**src/hw/rtl/ptt_pkg.sv**
```systemverilog
`default_nettype none

package ptt_pkg;

    localparam int CAPACITY  = 16;
    localparam int TIME_BITS = 24;
    localparam int ID_BITS   = 8;
    localparam int COOL_BITS = TIME_BITS + 2;
    localparam int IDX_BITS  = (CAPACITY > 1) ? $clog2(CAPACITY) : 1;
    localparam int CNT_BITS  = $clog2(CAPACITY + 1);

    localparam logic [1:0] CMD_REGISTER   = 2'd0;
    localparam logic [1:0] CMD_UNREGISTER = 2'd1;
    localparam logic [1:0] CMD_TICK       = 2'd2;

    typedef struct packed {
        logic [1:0]           cmd;
        logic [ID_BITS-1:0]   client_id;
        logic [23:0]          period;
        logic [23:0]          elapsed;
    } item_t;

    typedef struct packed {
        logic [ID_BITS-1:0] fired_id;
        logic               last_fire;
    } result_t;

    typedef struct packed {
        logic [ID_BITS-1:0]          id;
        logic [TIME_BITS-1:0]        period;
        logic signed [COOL_BITS-1:0] cooldown;
    } slot_t;

    typedef enum logic [5:0] {
        ST_IDLE   = 6'b000001,
        ST_FIND   = 6'b000010,
        ST_APPEND = 6'b000100,
        ST_MOVE   = 6'b001000,
        ST_TICK   = 6'b010000,
        ST_FLUSH  = 6'b100000
    } state_t;

endpackage

`default_nettype wire

```
**src/hw/rtl/periodic_timer_table.sv**
```systemverilog
// Register and unregister search the used slots for the client id; a tick walks every used slot, last first.
// Ignored commands, a reserved cmd and a tick on an empty table leave the block idle.
// One slot is visited per cycle by a single compare / subtract-saturate-add datapath.
// One transaction at a time; busy stays high until the walk is done.
// Tick fire results come out at most one per cycle, last one marked; the receiver cannot stall them.
// Reset clears the control state and empties the table; slot contents are not cleared.
`default_nettype none

module periodic_timer_table
    import ptt_pkg::*;
(
    input  wire logic    clk,
    input  wire logic    rst_n,
    input  wire logic    start,
    input  wire item_t   item,
    output logic         busy,
    output logic         strobe,
    output result_t      result
);

    localparam logic signed [COOL_BITS:0] COOL_MIN = -(COOL_BITS + 1)'(1 << (TIME_BITS + 1));

    state_t              state_reg, state_next;
    logic [CNT_BITS-1:0] used_reg, used_next;
    logic [IDX_BITS-1:0] idx_reg, idx_next;
    logic [IDX_BITS-1:0] hit_reg, hit_next;
    item_t               cur_reg, cur_next;
    logic [ID_BITS-1:0]  pend_id_reg, pend_id_next;
    logic                pend_vld_reg, pend_vld_next;
    logic                strobe_reg, strobe_next;
    result_t             result_reg, result_next;

    slot_t               slot_reg [CAPACITY];
    logic                wr_en;
    logic [IDX_BITS-1:0] wr_idx;
    slot_t               wr_data;

    slot_t                       rd;
    logic                        at_last;
    logic signed [COOL_BITS:0]   diff;
    logic signed [COOL_BITS:0]   sat;
    logic signed [COOL_BITS:0]   sum;
    logic                        fire;

    assign busy   = (state_reg != ST_IDLE);
    assign strobe = strobe_reg;
    assign result = result_reg;

    assign rd      = slot_reg[idx_reg];
    assign at_last = ({1'b0, idx_reg} == CNT_BITS'(used_reg - CNT_BITS'(1)));

    // shared datapath: cooldown - elapsed, clamp at negative bound, add period on fire
    assign diff = (COOL_BITS + 1)'(rd.cooldown)
                - $signed({3'b000, cur_reg.elapsed[TIME_BITS-1:0]});
    assign sat  = (diff < COOL_MIN) ? COOL_MIN : diff;
    assign fire = sat[COOL_BITS] || (sat == '0);
    assign sum  = sat + $signed({3'b000, rd.period});

    always_comb
    begin
        state_next    = state_reg;
        used_next     = used_reg;
        idx_next      = idx_reg;
        hit_next      = hit_reg;
        cur_next      = cur_reg;
        pend_id_next  = pend_id_reg;
        pend_vld_next = pend_vld_reg;
        strobe_next   = 1'b0;
        result_next   = result_reg;
        wr_en         = 1'b0;
        wr_idx        = idx_reg;
        wr_data       = rd;

        case (state_reg)
            ST_IDLE:
            begin
                if (start)
                begin
                    cur_next = item;
                    idx_next = '0;
                    case (item.cmd)
                        CMD_REGISTER:
                        begin
                            if (item.client_id == '0 || used_reg == CNT_BITS'(CAPACITY))
                                state_next = ST_IDLE;
                            else if (used_reg == '0)
                                state_next = ST_APPEND;
                            else
                                state_next = ST_FIND;
                        end
                        CMD_UNREGISTER:
                        begin
                            if (item.client_id != '0 && used_reg != '0)
                                state_next = ST_FIND;
                        end
                        CMD_TICK:
                        begin
                            if (used_reg != '0)
                            begin
                                idx_next      = IDX_BITS'(used_reg - CNT_BITS'(1));
                                pend_vld_next = 1'b0;
                                state_next    = ST_TICK;
                            end
                        end
                        default:
                        begin
                            state_next = ST_IDLE;
                        end
                    endcase
                end
            end

            ST_FIND:
            begin
                if (rd.id == cur_reg.client_id)
                begin
                    if (cur_reg.cmd == CMD_REGISTER)
                        state_next = ST_IDLE;
                    else
                    begin
                        hit_next   = idx_reg;
                        idx_next   = IDX_BITS'(used_reg - CNT_BITS'(1));
                        state_next = ST_MOVE;
                    end
                end
                else if (at_last)
                    state_next = (cur_reg.cmd == CMD_REGISTER) ? ST_APPEND : ST_IDLE;
                else
                    idx_next = idx_reg + IDX_BITS'(1);
            end

            ST_APPEND:
            begin
                wr_en            = 1'b1;
                wr_idx           = IDX_BITS'(used_reg);
                wr_data.id       = cur_reg.client_id;
                wr_data.period   = cur_reg.period[TIME_BITS-1:0];
                wr_data.cooldown = '0;
                used_next        = used_reg + CNT_BITS'(1);
                state_next       = ST_IDLE;
            end

            ST_MOVE:
            begin
                // last occupied slot fills the hole
                wr_en      = 1'b1;
                wr_idx     = hit_reg;
                wr_data    = rd;
                used_next  = used_reg - CNT_BITS'(1);
                state_next = ST_IDLE;
            end

            ST_TICK:
            begin
                wr_en            = 1'b1;
                wr_idx           = idx_reg;
                wr_data          = rd;
                wr_data.cooldown = fire ? COOL_BITS'(sum) : COOL_BITS'(sat);
                if (fire)
                begin
                    // hold each fire back one step so the final one can be marked
                    if (pend_vld_reg)
                    begin
                        strobe_next = 1'b1;
                        result_next = '{fired_id: pend_id_reg, last_fire: 1'b0};
                    end
                    pend_id_next  = rd.id;
                    pend_vld_next = 1'b1;
                end
                if (idx_reg == '0)
                    state_next = ST_FLUSH;
                else
                    idx_next = idx_reg - IDX_BITS'(1);
            end

            ST_FLUSH:
            begin
                if (pend_vld_reg)
                begin
                    strobe_next = 1'b1;
                    result_next = '{fired_id: pend_id_reg, last_fire: 1'b1};
                end
                pend_vld_next = 1'b0;
                state_next    = ST_IDLE;
            end

            default:
            begin
                state_next = ST_IDLE;
            end
        endcase
    end

    always_ff @(posedge clk or negedge rst_n)
    begin
        if (!rst_n)
        begin
            state_reg    <= ST_IDLE;
            used_reg     <= '0;
            idx_reg      <= '0;
            pend_vld_reg <= 1'b0;
            strobe_reg   <= 1'b0;
        end
        else
        begin
            state_reg    <= state_next;
            used_reg     <= used_next;
            idx_reg      <= idx_next;
            pend_vld_reg <= pend_vld_next;
            strobe_reg   <= strobe_next;
        end
    end

    always_ff @(posedge clk)
    begin
        hit_reg     <= hit_next;
        cur_reg     <= cur_next;
        pend_id_reg <= pend_id_next;
        result_reg  <= result_next;
        if (wr_en)
            slot_reg[wr_idx] <= wr_data;
    end

endmodule

`default_nettype wire
```
**config.mk**
```make
export PLATFORM = sky130hd
export DESIGN_NAME = periodic_timer_table
export DESIGN_NICKNAME = d
export VERILOG_FILES = /design/src/hw/rtl/ptt_pkg.sv /design/src/hw/rtl/periodic_timer_table.sv
export SDC_FILE = /design/constraint.sdc
export NUM_CORES = 1
export LEC_CHECK = 0
export ABC_AREA = 1
export BUFFER_PORTS_ARGS = -buffer_cell sky130_fd_sc_hd__buf_2
export CORE_AREA = 2 2 267 375
export CTS_BUF_LIST = sky130_fd_sc_hd__clkbuf_4
export CTS_CLUSTER_DIAMETER = 60
export CTS_CLUSTER_SIZE = 40
export DETAILED_ROUTE_END_ITERATION = 8
export DIE_AREA = 0 0 269 377
export PLACE_DENSITY = 0.72
export SYNTH_ARGS = -nofsm -noshare
export SYNTH_HDL_FRONTEND = slang
export SYNTH_SLANG_ARGS = --single-unit
export TNS_END_PERCENT = 20
```
**constraint.sdc**
```tcl
create_clock -name clk -period 5.4 [get_ports clk]
set_input_delay 0.54 -clock clk [delete_from_list [all_inputs] [get_ports clk]]
set_output_delay 0.54 -clock clk [all_outputs]
set_load 0.02 [all_outputs]
```
==> metrics <==
Vias=30758; top post-synthesis cells by area=edfxtp_1 (69%), o21ai_0 (5.8%), nor2_1 (4.7%); Compound-Gate Fraction of Synth Area=12.12%; Post-Synth Simple-Gate Area=11.41%; Final Hold Slack=0.07290 ns; most frequent cells in the layout=edfxtp_1 (1007), nor2_1 (523), o21ai_0 (482); DR pass1 iterations=6; Detail Placement HPWL=74.03 mm; Core ar.=0.09784 mm^2; initial antenna violation count=5; normalized max-slew margin=25.55%; Sequential Power Share=35.8%; Buffers on Ports=71; Ys Warns=0; status=complete, no violations; clk_skew=0.1318 ns; clock network latency to the later pin of the worst-skew pair=1.10 ns; Mapped Cells=3678; Final #Nets=4166; ANT nets after route=0; Yosys top cell area share=69.03%; power share of the clock group=12.7%; Netlist cell types=52; Post-Synth Adder-Cell Area=1.862%; ys flop type=edfxtp_1; Seq cells post-synth=1024; capturing point of the worst reg2reg path=slot_reg[6][22]$_DFFE_PP_; Worst Tran Pin Value=1.109 ns; Avg Cell Area, Syn=11.91 um^2; CTS Buf Count=54; asr flop ratio synth=1.660%; clock sinks=1024; fraction of layout cells with a size suffix above 1=18.33%; Synthesized Nets=3803; Fmax=0.1853 GHz; gr usage total=23.19%; element type at the critical path start=flop; largest family of logic cells by synthesized area=compound AO/OA/AOI/OAI gates; Post-Route Utilization=52.43%; Min-Delay Path Class=in2async; pin count of the biggest net entering global routing=70; Setup Viol. Count Final=0; most used cell, CP=nand2_1; Detailed Route WL=119.8 mm; number of I/O pins=72; Yosys top cell by area=edfxtp_1; vias in the first global route=29802; cell family with most CP delay=simple AND/OR/NAND/NOR gates; CTS tree=yes; CP endpoint kind=flop; leading cell type in the layout, fill and taps excluded=edfxtp_1; total grt overflow=0; reg2reg path depth=33; maxcap violations=0; Die Ht=377 um; Iteration-0 DRC Markers=3016; vias per cell=5.691; crit share post-route=99.93%; FF-to-FF Start=idx_reg[0]$_DFFE_PN0P_; switching share of power=40.65%; drt wl/cell=22.16 um; VDD IR max=0.0003803 V; Final Wtd Congestion=0.9718; Syn-to-layout area delta=17.11%; CP bufs+invs=9; Logic pwr share=51.5%; Root Buffer Master=clkbuf_4; WP data arrival=6.22 ns; crit path kind=reg2reg; htree depth=2; clock buffer depth=3; fin crit period=5.396 ns; Netlist Area Pre-Place=0.04381 mm^2; total power=29650 uW; CTS clk-pin slew, worst paths=0.30 ns; fin. max-slew vios=0; Largest register FFs=928; post-synthesis mux area share=0%; CP Max Fanout=27; xor/xnor share of the synthesized area=0.9597%; critical path required time=6.22 ns; internal power=17600 uW; EDFF count, synth=1007; first-pass GRT wire length=176.9 mm; Initial Util=44.77%; RSZ-0062 raised after global routing=yes; DP Area=0.04845 mm^2; num rows=136; CP max-delay cell=dfrtp_4; CP max stage delay=0.62 ns; final number of hold-violating endpoints=0; pwr dens=577.9 mW/mm^2; Reg2Reg Setup Slack=0.004 ns; P_leak=0.01824 uW; Psw=12050 uW; chip width=269 um; Final Instance Area=0.05130 mm^2; sequential fraction of the synthesis area=70.00%; die area=0.1014 mm^2; DRC viols=0
[synthesized netlist by cell type (2+ instances only)]
master,count
edfxtp_1,1007
nor2_1,547
o21ai_0,510
nand2_1,469
inv_1,180
o22ai_1,159
clkbuf_1,157
nand3_1,134
a21oi_1,78
o221ai_1,73
ha_1,62
o211ai_1,60
xor2_1,34
nand4_1,23
buf_2,21
dfrtp_1,16
nor3_1,16
xnor2_1,14
buf_1,13
nor4_1,10
buf_6,9
o21ai_1,8
inv_2,7
nand3_2,7
buf_4,6
nor2_2,6
a21oi_2,5
a31oi_1,5
nand2_2,5
or2_2,5
a21o_1,3
o21bai_1,3
a22o_1,2
a22oi_1,2
fa_1,2
o31ai_1,2
or2_0,2
or2_1,2
[cells by family after synthesis]
| logic type | count (synthesis) |
|---|---|
| flops | 1024 |
| simple gates | 1230 |
| fa+ha+maj | 64 |
| xor+xnor | 48 |
| buf+inv | 394 |
| compound gates | 918 |
[layer usage]
| metal | wire [um] | vias up | part of all wire [%] | global-route usage (%) |
|---|---|---|---|---|
| li1 | - | 14100 | - | - |
| met1 | 45410 | 15015 | 38 | 28.39 |
| met2 | 60700 | 1338 | 51 | 40.84 |
| met3 | 8117 | 303 | 6.8 | 2.996 |
| met4 | 5526 | 2 | 4.6 | 10.14 |
| met5 | 12 | - | 0.010 | 0 |
[cell type report]
cell class                 instances  area (um^2)
timing repair buffer             510         4420
inverter                         188        726.9
clock inverter                    47        870.8
fill                            8109        46540
antenna                            8        20.02
tap                             1311         1640
timing repair inverter             2        20.02
multi-input combinational       2261        12520
sequential                      1024        30680
clock buffer                      54        405.4
[worst max path at each step]
stage / slack [ns] / depth (start not counted) / end / from
floorplan: -0.06 / 37 / slot_reg[0][9]$_DFFE_PP_ / idx_reg[0]$_DFFE_PN0P_
global placement: -0.21 / 30 / slot_reg[10][14]$_DFFE_PP_ / idx_reg[0]$_DFFE_PN0P_
detailed placement: -0.32 / 31 / slot_reg[12][14]$_DFFE_PP_ / idx_reg[0]$_DFFE_PN0P_
CTS: -0.002 / 32 / slot_reg[10][20]$_DFFE_PP_ / idx_reg[0]$_DFFE_PN0P_
global route: -0.31 / 33 / slot_reg[15][22]$_DFFE_PP_ / idx_reg[0]$_DFFE_PN0P_
finish: 0.004 / 33 / slot_reg[6][22]$_DFFE_PP_ / idx_reg[0]$_DFFE_PN0P_
[power groups by stage]
stage | Sequential (uW) | Clock (uW) | Combinational, uW
floorplan | 10700 | 0 | 7550
global placement | 10800 | 0 | 13700
detailed placement | 10800 | 0 | 13800
CTS | 10600 | 3810 | 14100
global route | 10600 | 4060 | 16600
finish | 10600 | 3750 | 15300
[stage by stage]
stage,setup slack [ns],TNS (ns),cells
after floorplan,-0.05578,-1.670,3678
after global placement,-0.2066,-31.93,5217
after detailed placement,-0.3177,-60.57,5217
after CTS,-0.002045,-0.006013,5384
after global routing,-0.3111,-67.97,5401
final,0.003810,0,5405
[what timing repair did]
item                       in CTS  in global routing
hold endpoints to repair       78                  0
resized for setup              30                138
setup endpoints to repair     414                424
cloned                          0                  6
pin swaps                       8                 28
setup buffers                   5                  7
hold buffers                   61                  0
(Power assumes the default switching activity.)
